## config.mk

```make
export PLATFORM = sky130hd
export DESIGN_NAME = multi_button_click_classifier
export DESIGN_NICKNAME = d
export VERILOG_FILES = /design/src/rtl/mbcc_pkg.sv /design/src/rtl/mbcc_ram.sv /design/src/rtl/multi_button_click_classifier.sv
export SDC_FILE = /design/constraint.sdc
export NUM_CORES = 2
export LEC_CHECK = 0
export BUFFER_PORTS_ARGS = -buffer_cell sky130_fd_sc_hd__buf_4
export CORE_MARGIN = 2
export CORE_UTILIZATION = 61
export CTS_CLUSTER_DIAMETER = 80
export DETAILED_ROUTE_END_ITERATION = 16
export GPL_ROUTABILITY_DRIVEN = 0
export PLACE_DENSITY_LB_ADDON = 0.1
export RECOVER_POWER = 50
export SLEW_MARGIN = 15
export SYNTH_ARGS = -nofsm -noshare
export SYNTH_HDL_FRONTEND = slang
export SYNTH_SLANG_ARGS = --single-unit
```

## constraint.sdc

```tcl
create_clock -name clk_i -period 21.8 [get_ports clk_i]
set_clock_uncertainty 0.05 [all_clocks]
set_input_delay 1.09 -clock clk_i [delete_from_list [all_inputs] [get_ports clk_i]]
set_output_delay 1.09 -clock clk_i [all_outputs]
set_load 0.02 [all_outputs]
```

## src/rtl/mbcc_pkg.sv

```systemverilog
// Shared constants for the multi-button click classifier.
// No dependencies.
`timescale 1ns / 1ps
package mbcc_pkg;
  localparam logic [15:0] SAT16 = 16'hFFFF;
  localparam logic KIND_CLICK = 1'b0;
  localparam logic KIND_LONG = 1'b1;
  localparam logic ACT_SAMPLE = 1'b0;
  localparam logic ACT_FETCH = 1'b1;
  localparam logic [2:0] REG_ENABLE = 3'd0;
  localparam logic [2:0] REG_ACTIVE = 3'd1;
  localparam logic [2:0] REG_CLICK = 3'd2;
  localparam logic [2:0] REG_LONG = 3'd3;
  localparam logic [2:0] REG_WINDOW = 3'd4;
  localparam int EVT_W = 44;
endpackage

```

## src/rtl/mbcc_ram.sv

```systemverilog
// Generic single-port-write, single-read RAM with registered read data.
// No dependencies.
`timescale 1ns / 1ps
module mbcc_ram #(
  parameter int Width = 8,
  parameter int Depth = 16
) (
  input  logic                     clk_i,
  input  logic                     we_i,
  input  logic [$clog2(Depth)-1:0] waddr_i,
  input  logic [Width-1:0]         wdata_i,
  input  logic [$clog2(Depth)-1:0] raddr_i,
  output logic [Width-1:0]         rdata_o
);
  logic [Width-1:0] mem_q [Depth];
  always_ff @(posedge clk_i) begin
    if (we_i) begin
      mem_q[waddr_i] <= wdata_i;
    end
    rdata_o <= mem_q[raddr_i];
  end
endmodule

```

## src/rtl/multi_button_click_classifier.sv

```systemverilog
// Top level of the multi-button click classifier: sequencer, button state and event queue.
// Depends on mbcc_pkg and mbcc_ram.
`timescale 1ns / 1ps
// Usage:
// One input channel (valid/ready) carries an action, a time stamp and the pin
// levels. Action 0 samples the pins, action 1 fetches the next event. Every item
// gives exactly one result item on the output channel (valid/ready).
// A sample walks the buttons one per cycle, but a release that makes an event
// holds the walk while the event is queued (ST_WRITE), and an event with a
// count above one first scans the queued entries through the event RAM read
// port, in ST_SCAN and ST_SCAN_CHK for each entry. All buttons share the
// single duration adder. A fetch reads the queue head through the registered
// RAM read port (ST_FETCH, ST_FETCH_RD), or goes straight to the result on an
// empty queue; a click still inside the window is requeued, with no event out.
// The block takes one item at a time; it is ready again the cycle after its
// result is taken, and it holds that result as long as the receiver stalls,
// without taking a new item. Reset clears all button state, the queue pointers
// and the overflow flag and restores the register defaults; configuration
// writes take effect at once.
module multi_button_click_classifier #(
  parameter int NUM_BUTTONS = 8,
  parameter int QUEUE_DEPTH = 16
) (
  input  logic        clk_i,
  input  logic        rst_ni,
  input  logic        cfg_we_i,
  input  logic [2:0]  cfg_index_i,
  input  logic [15:0] cfg_data_i,
  input  logic        in_valid_i,
  output logic        in_ready_o,
  input  logic        action_i,
  input  logic [31:0] now_ms_i,
  input  logic [7:0]  pin_levels_i,
  output logic        out_valid_o,
  input  logic        out_ready_i,
  output logic        event_valid_o,
  output logic [2:0]  event_button_o,
  output logic        event_kind_o,
  output logic [7:0]  event_count_o,
  output logic        overflow_o
);
  localparam int QW = $clog2(QUEUE_DEPTH);
  localparam int FW = $clog2(QUEUE_DEPTH + 1);
  localparam int SW = FW + 1;
  localparam int NB = (NUM_BUTTONS < 8) ? NUM_BUTTONS : 8;
  localparam int BW = (NB > 1) ? $clog2(NB) : 1;

  typedef enum logic [3:0] {
    ST_IDLE, ST_BTN, ST_SCAN, ST_SCAN_CHK, ST_WRITE, ST_FETCH, ST_FETCH_RD, ST_OUT
  } state_e;

  state_e state_q;
  logic [7:0] en_q, act_q;
  logic [15:0] click_q, long_q, win_q;
  logic [15:0] dur_q [NB];
  logic [NB-1:0] prs_q;
  logic [7:0] run_q [NB];
  logic [31:0] last_q, now_q, elap_q;
  logic [7:0] pins_q;
  logic [QW-1:0] head_q;
  logic [FW-1:0] fill_q, k_q;
  logic drop_q;
  logic [BW-1:0] bi_q;
  logic [mbcc_pkg::EVT_W-1:0] ev_q;
  logic found_q;
  logic [QW-1:0] hit_q;
  logic ov_q, vld_q, ek_q;
  logic [2:0] eb_q;
  logic [7:0] ec_q;

  // RAM
  logic we;
  logic [QW-1:0] waddr, raddr;
  logic [mbcc_pkg::EVT_W-1:0] wdata, rdata;
  mbcc_ram #(.Width(mbcc_pkg::EVT_W), .Depth(QUEUE_DEPTH)) u_ram (
    .clk_i(clk_i), .we_i(we), .waddr_i(waddr), .wdata_i(wdata),
    .raddr_i(raddr), .rdata_o(rdata)
  );

  // entry fields: {button[2:0], kind, count[7:0], stamp[31:0]}
  logic [2:0] r_btn; logic r_kind; logic [7:0] r_cnt; logic [31:0] r_stamp;
  assign {r_btn, r_kind, r_cnt, r_stamp} = rdata;

  // fold a slot sum back into the queue; the sum stays below twice the depth
  function automatic logic [QW-1:0] wrap_slot(logic [SW-1:0] s);
    logic [SW-1:0] w;
    w = (s >= SW'(QUEUE_DEPTH)) ? s - SW'(QUEUE_DEPTH) : s;
    return w[QW-1:0];
  endfunction

  logic [SW-1:0] slot_sum, rs;
  logic [QW-1:0] tail, rslot;
  assign slot_sum = SW'(head_q) + SW'(fill_q);
  assign tail = wrap_slot(slot_sum);
  assign rs = SW'(head_q) + SW'(k_q);
  assign rslot = wrap_slot(rs);
  assign raddr = (state_q == ST_FETCH) ? head_q : rslot;

  // per-button step
  logic [16:0] dsum;
  logic [15:0] dsat;
  logic down, en_b;
  logic [7:0] run_inc;
  assign en_b = en_q[bi_q];
  assign dsum = {1'b0, dur_q[bi_q]} + 17'(elap_q[15:0]);
  assign dsat = ((elap_q[31:16] != 16'd0) || dsum >= 17'(mbcc_pkg::SAT16)) ?
                mbcc_pkg::SAT16 : dsum[15:0];
  assign down = (pins_q[bi_q] == act_q[bi_q]);
  assign run_inc = run_q[bi_q] + 8'd1;

  logic [31:0] age;
  assign age = now_q - r_stamp;

  always_comb begin
    we = 1'b0; waddr = tail; wdata = ev_q;
    if (state_q == ST_WRITE) begin
      we = found_q || (fill_q < FW'(QUEUE_DEPTH));
      waddr = found_q ? hit_q : tail;
    end else if (state_q == ST_FETCH_RD) begin
      we = (r_kind == mbcc_pkg::KIND_CLICK) && (age < {16'd0, win_q});
      waddr = tail; wdata = rdata;
    end
  end

  always_ff @(posedge clk_i or negedge rst_ni) begin
    if (!rst_ni) begin
      state_q <= ST_IDLE;
      en_q <= '0; act_q <= '0;
      click_q <= 16'd50; long_q <= 16'd1000; win_q <= 16'd400;
      for (int i = 0; i < NB; i++) begin
        dur_q[i] <= '0; run_q[i] <= '0;
      end
      prs_q <= '0; last_q <= '0; head_q <= '0; fill_q <= '0; drop_q <= 1'b0;
      vld_q <= 1'b0;
      now_q <= '0; pins_q <= '0; elap_q <= '0; bi_q <= '0; ev_q <= '0;
      found_q <= 1'b0; hit_q <= '0; k_q <= '0;
      eb_q <= '0; ek_q <= 1'b0; ec_q <= '0;
    end else begin
      if (cfg_we_i) begin
        case (cfg_index_i)
          mbcc_pkg::REG_ENABLE: begin
            for (int i = 0; i < NB; i++) begin
              if (cfg_data_i[i] && !en_q[i]) begin
                prs_q[i] <= 1'b0; dur_q[i] <= '0;
              end
            end
            en_q <= cfg_data_i[7:0];
          end
          mbcc_pkg::REG_ACTIVE: act_q <= cfg_data_i[7:0];
          mbcc_pkg::REG_CLICK: click_q <= cfg_data_i;
          mbcc_pkg::REG_LONG: long_q <= cfg_data_i;
          mbcc_pkg::REG_WINDOW: win_q <= cfg_data_i;
          default: ;
        endcase
      end
      case (state_q)
        ST_IDLE: begin
          if (in_valid_i) begin
            now_q <= now_ms_i; pins_q <= pin_levels_i;
            elap_q <= now_ms_i - last_q;
            bi_q <= '0;
            vld_q <= 1'b0; eb_q <= '0; ek_q <= 1'b0; ec_q <= '0;
            state_q <= (action_i == mbcc_pkg::ACT_FETCH) ?
                       ((fill_q != '0) ? ST_FETCH : ST_OUT) : ST_BTN;
          end
        end
        ST_BTN: begin
          if (en_b) begin
            dur_q[bi_q] <= dsat;
            if (down) begin
              if (!prs_q[bi_q]) begin
                if (dsat > win_q) run_q[bi_q] <= '0;
                dur_q[bi_q] <= '0; prs_q[bi_q] <= 1'b1;
              end
            end else if (prs_q[bi_q]) begin
              prs_q[bi_q] <= 1'b0; dur_q[bi_q] <= '0;
              if (dsat >= long_q) begin
                ev_q <= {3'(bi_q), mbcc_pkg::KIND_LONG, run_q[bi_q], now_q};
                run_q[bi_q] <= '0;
                state_q <= (run_q[bi_q] > 8'd1) ? ST_SCAN : ST_WRITE;
              end else if (dsat >= click_q) begin
                ev_q <= {3'(bi_q), mbcc_pkg::KIND_CLICK, run_inc, now_q};
                run_q[bi_q] <= run_inc;
                state_q <= (run_inc > 8'd1) ? ST_SCAN : ST_WRITE;
              end
            end
          end
          k_q <= '0; found_q <= 1'b0;
          if (state_q == ST_BTN && !(en_b && !down && prs_q[bi_q] &&
              (dsat >= click_q || dsat >= long_q))) begin
            if (32'(bi_q) == NB - 1) begin
              last_q <= now_q; state_q <= ST_OUT;
            end else bi_q <= bi_q + 1'b1;
          end
        end
        ST_SCAN: begin
          // address for entry k is presented; data next cycle
          state_q <= (k_q < fill_q) ? ST_SCAN_CHK : ST_WRITE;
        end
        ST_SCAN_CHK: begin
          if (r_btn == ev_q[43:41] && r_kind == mbcc_pkg::KIND_CLICK &&
              (r_cnt + 8'd1) == ev_q[39:32] && r_cnt != 8'hFF) begin
            found_q <= 1'b1; hit_q <= rslot;
          end
          k_q <= k_q + 1'b1;
          state_q <= ST_SCAN;
        end
        ST_WRITE: begin
          if (!found_q) begin
            if (fill_q < FW'(QUEUE_DEPTH)) fill_q <= fill_q + 1'b1;
            else drop_q <= 1'b1;
          end
          if (32'(bi_q) == NB - 1) begin
            last_q <= now_q; state_q <= ST_OUT;
          end else begin
            bi_q <= bi_q + 1'b1; state_q <= ST_BTN;
          end
        end
        ST_FETCH: begin
          state_q <= ST_FETCH_RD;
        end
        ST_FETCH_RD: begin
          head_q <= (head_q == QW'(QUEUE_DEPTH - 1)) ? '0 : head_q + 1'b1;
          if (!we) begin
            fill_q <= fill_q - 1'b1;
            vld_q <= 1'b1; eb_q <= r_btn; ek_q <= r_kind; ec_q <= r_cnt;
          end
          state_q <= ST_OUT;
        end
        ST_OUT: begin
          if (out_ready_i) state_q <= ST_IDLE;
        end
        default: state_q <= ST_IDLE;
      endcase
    end
  end

  assign in_ready_o = (state_q == ST_IDLE);
  assign out_valid_o = (state_q == ST_OUT);
  assign event_valid_o = vld_q;
  assign event_button_o = eb_q;
  assign event_kind_o = ek_q;
  assign event_count_o = ec_q;
  assign overflow_o = drop_q;

  a_fill_bound: assert property (@(posedge clk_i) disable iff (!rst_ni)
    fill_q <= FW'(QUEUE_DEPTH)) else $error("fill beyond depth");
  a_drop_sticky: assert property (@(posedge clk_i) disable iff (!rst_ni)
    drop_q |=> drop_q) else $error("overflow cleared");
  a_no_both: assert property (@(posedge clk_i) disable iff (!rst_ni)
    !(in_ready_o && out_valid_o)) else $error("ready while result held");
  a_empty_none: assert property (@(posedge clk_i) disable iff (!rst_ni)
    (out_valid_o && !vld_q) |-> (eb_q == 3'd0 && ec_q == 8'd0))
    else $error("payload without event");
endmodule
```

==> impl_metrics.json <==
{
  "status": "finished, violations left",
  "violations": "capacitance limit, slew limit",
  "setup_viol": 0,
  "power.switching_mw": 2.92,
  "postCtsSetupBuffers": 0,
  "r2r-start": "bi_q[0]",
  "avgRoutedWirePerCell_um": 25.0,
  "drc": 0,
  "clk_latency_ns": 0.71,
  "peakVddDrop_v": 0.000141,
  "tns_ns": 0,
  "crit_top_cell": "buf_4",
  "antenna_found_initial": 0,
  "p_sw_frac": 0.350,
  "power.density_mw_per_mm2": 139,
  "clk_pin_slew_worst_paths_ns": 0.06,
  "worstHoldStart": "ev_q[12]",
  "n_antenna_cell": 0,
  "grt_util_all_layers": 0.306,
  "whs_endpoint": "ev_q[12]",
  "startpoint": "bi_q[0]",
  "area_growth_pct": 11.3,
  "slew_headroom": -2.66,
  "hpwl_mm": 84.1,
  "synth_nets": 4338,
  "cellLeakagePower_nw": 23.7,
  "syn_inst": 4105,
  "r2r_end": "last_q[0]",
  "grt_pass1_wl_mm": 209,
  "synth_top_area_frac": 0.392,
  "ioPinCount": 81,
  "die-area_mm2": 0.0908,
  "place_ws_ns": 12.88,
  "cts_resized": 0,
  "async_reset_ff_frac": 0.377,
  "drtAntennaViolNets": 0,
  "cts_buffers": 118,
  "fin_crit_sh": 0.418,
  "worst_pin_slew_ns": 5.49,
  "comb_power_share": 0.360,
  "pwr-share-seq": 0.381,
  "fin_ws_ns": 12.69,
  "ff2ff_path_depth": 28,
  "cp_slowest_stage_delay_ns": 0.97,
  "regToRegSetupSlack_ns": 12.69,
  "start_util": 0.613,
  "dr.pass1.iters": 6,
  "fin_util": 0.683,
  "die_h_um": 301,
  "htree_levels": 3,
  "finalHoldViolCount": 0,
  "critPathMaxFanout": 62,
  "fillerInstances": 6234,
  "end_kind": "register",
  "fp.dieW_um": 301,
  "cts.sinks": 1200,
  "hold_depth": 2,
  "grt_pass1_vias": 33980,
  "avgViaCountPerCell": 6.30,
  "min_period_ns": 9.11,
  "synth-edff-count": 704,
  "postCtsHoldBufs": 0,
  "synth_cell_types": 95,
  "grt_max_degree": 133,
  "synth_area_per_cell_um2": 13.1,
  "drtIter0Drc": 3884,
  "yosys_most_used_dff": "edfxtp_1",
  "ys_top_cells_by_area": "edfxtp_1 39%, dfrtp_1 20%, mux4_2 7.6%",
  "final_nets": 4431,
  "hp-class": "register to register",
  "slew_violations": 615,
  "drt-total-wl_mm": 137,
  "critical_path_class": "register to register",
  "ys_seq_area_frac": 0.618,
  "drive_gt1_frac": 0.158,
  "io_buffer_count": 80,
  "tritoncts": "yes",
  "max_freq_mhz": 110,
  "crit_path_start_kind": "register",
  "clock_power_share": 0.259,
  "netlist_area_mm2": 0.0540,
  "yosys.area.top_type": "edfxtp_1",
  "cts_buffer_depth": 3,
  "num_rows": 109,
  "core_mm2": 0.0880,
  "critPathArrivalTime_ns": 9.64,
  "rsz0062_at_grt": "false",
  "ys_ff_latch": 1200,
  "yosys_warnings": 0,
  "cap_violations": 8,
  "worst_path_max_delay_cell": "and3_2",
  "clockRootBuffer": "clkbuf_16",
  "worst_ep_required_time_ns": 22.33,
  "vias": 34459,
  "p_int_mw": 5.42,
  "grt_overflow": 0,
  "fin_total_pwr_mw": 8.34
}
-- layout by cell type (no fill, tap or decap), drive strengths merged, types with 9 or more instances in the layout --
cell and count:
nand2 628, o211ai 21, a21o 58, dfrtp 440
nor2 112, inv 168, edfxtp 704, xnor2 54
a22o 31, xor2 33, clkbuf 212, mux4 183
a211oi 55, dfxtp 44, nor2b 70, a31oi 16
nand4 36, and2 17, mux2 112, o21ai 339
ha 162, o21a 17, nand2b 30, a21oi 154
a221oi 22, dfstp 12, nor3 34, or3 9
buf 116, nand3 54, mux2i 55, a22oi 55
clkinv 43, or2 9, bufinv 18, nand3b 11
nor4 20, nor3b 13, and3 16
-- synth_stat cells, types with 12 or more instances --
master,count
a211oi_1,53
a21o_1,57
a21oi_1,150
a221oi_1,21
a22o_1,31
a22oi_1,55
a31oi_1,16
and2_1,16
and3_1,16
buf_1,15
buf_2,34
clkbuf_1,144
dfrtp_1,440
dfstp_2,12
dfxtp_1,44
edfxtp_1,704
ha_1,162
inv_1,163
mux2_2,112
mux2i_1,55
mux4_2,183
nand2_1,628
nand2b_1,30
nand3_1,54
nand4_1,36
nor2_1,111
nor2b_1,70
nor3_1,32
nor3b_1,13
nor4_1,18
o211ai_1,19
o21a_1,17
o21ai_0,328
xnor2_1,53
xor2_1,33
-- worst max path at each step --
stage                          to  slack (ns)  cells after the start
2_1_floorplan  u_ram.mem_q[10][0]       12.47                     20
3_3_place_gp            last_q[0]       13.13                     28
3_5_place_dp            last_q[0]       12.88                     28
4_1_cts                 last_q[0]       12.83                     28
5_1_grt                 last_q[0]       12.03                     26
6_report                last_q[0]       12.69                     28
-- critical path: cells and delay by family, from the launching register on --
| kind | cells | cell delay, ns |
|---|---|---|
| AOI/OAI and AO/OA | 13 | 3.25 |
| adders and majority gates | 3 | 1.04 |
| buffers and inverters | 4 | 1.50 |
| DFF | 1 | 0.46 |
| muxes | 1 | 0.42 |
| and+or+nand+nor | 7 | 2.22 |
-- stage by stage --
step	hold WS, ns	area [um^2]	std cells
6_report	0.426	60100	5467
5_1_grt	0.457	60100	5467
4_1_cts	0.374	60300	5467
3_5_place_dp	0.413	56100	5243
3_3_place_gp	0.405	56100	5243
2_1_floorplan	0.390	54000	4105
-- cell families (layout without fill, tap and decap cells) --
group / after synthesis / after routing / synth area share
DFF: 1200 / 1200 / 0.618
and+or+nand+nor: 1078 / 1078 / 0.0908
AOI/OAI and AO/OA: 855 / 855 / 0.100
buffers and inverters: 366 / 563 / 0.0268
muxes: 350 / 350 / 0.110
adders and majority gates: 168 / 168 / 0.0398
xor gates and xnor gates: 87 / 87 / 0.0143
other: 1 / 1 / 0.0000695
-- sequential cells by signal, indices dropped and copies added (netlist names), 16 cells and up --
register	count
u_ram.mem_q	704
now_q	32
last_q	32
ev_q	44
long_q	16
win_q	16
dur_q	128
elap_q	32
click_q	16
u_ram.rdata_o	44
run_q	64
-- cell type report --
| type | count | area [um^2] | share of cell area |
|---|---|---|---|
| well taps | 1165 | 1460 | 0.0243 |
| flip-flops and latches | 1200 | 33300 | 0.555 |
| clock buffers | 156 | 3300 | 0.0549 |
| inverters | 167 | 627 | 0.0104 |
| repair buffers | 172 | 1110 | 0.0185 |
| clock inverters | 68 | 873 | 0.0145 |
| multi-input cells | 2539 | 19400 | 0.322 |
-- layer usage --
layer / global-route usage / part of all wire / vias to the layer above
li1: - / - / 15454
met1: 0.434 / 0.41 / 17266
met2: 0.487 / 0.47 / 1431
met3: 0.0468 / 0.077 / 308
met4: 0.108 / 0.035 / 0
met5: 0 / 0 / -
-- power by group through the flow --
stage	Sequential (mW)	Clock [mW]	Combinational, mW
floorplan	3.09	0	2.36
global placement	3.21	0	2.94
detailed placement	3.21	0	2.99
CTS	3.17	2.19	3.00
global route	3.21	2.28	3.31
finish	3.18	2.16	3.00
Note: power is estimated with default switching activity, not from simulation.
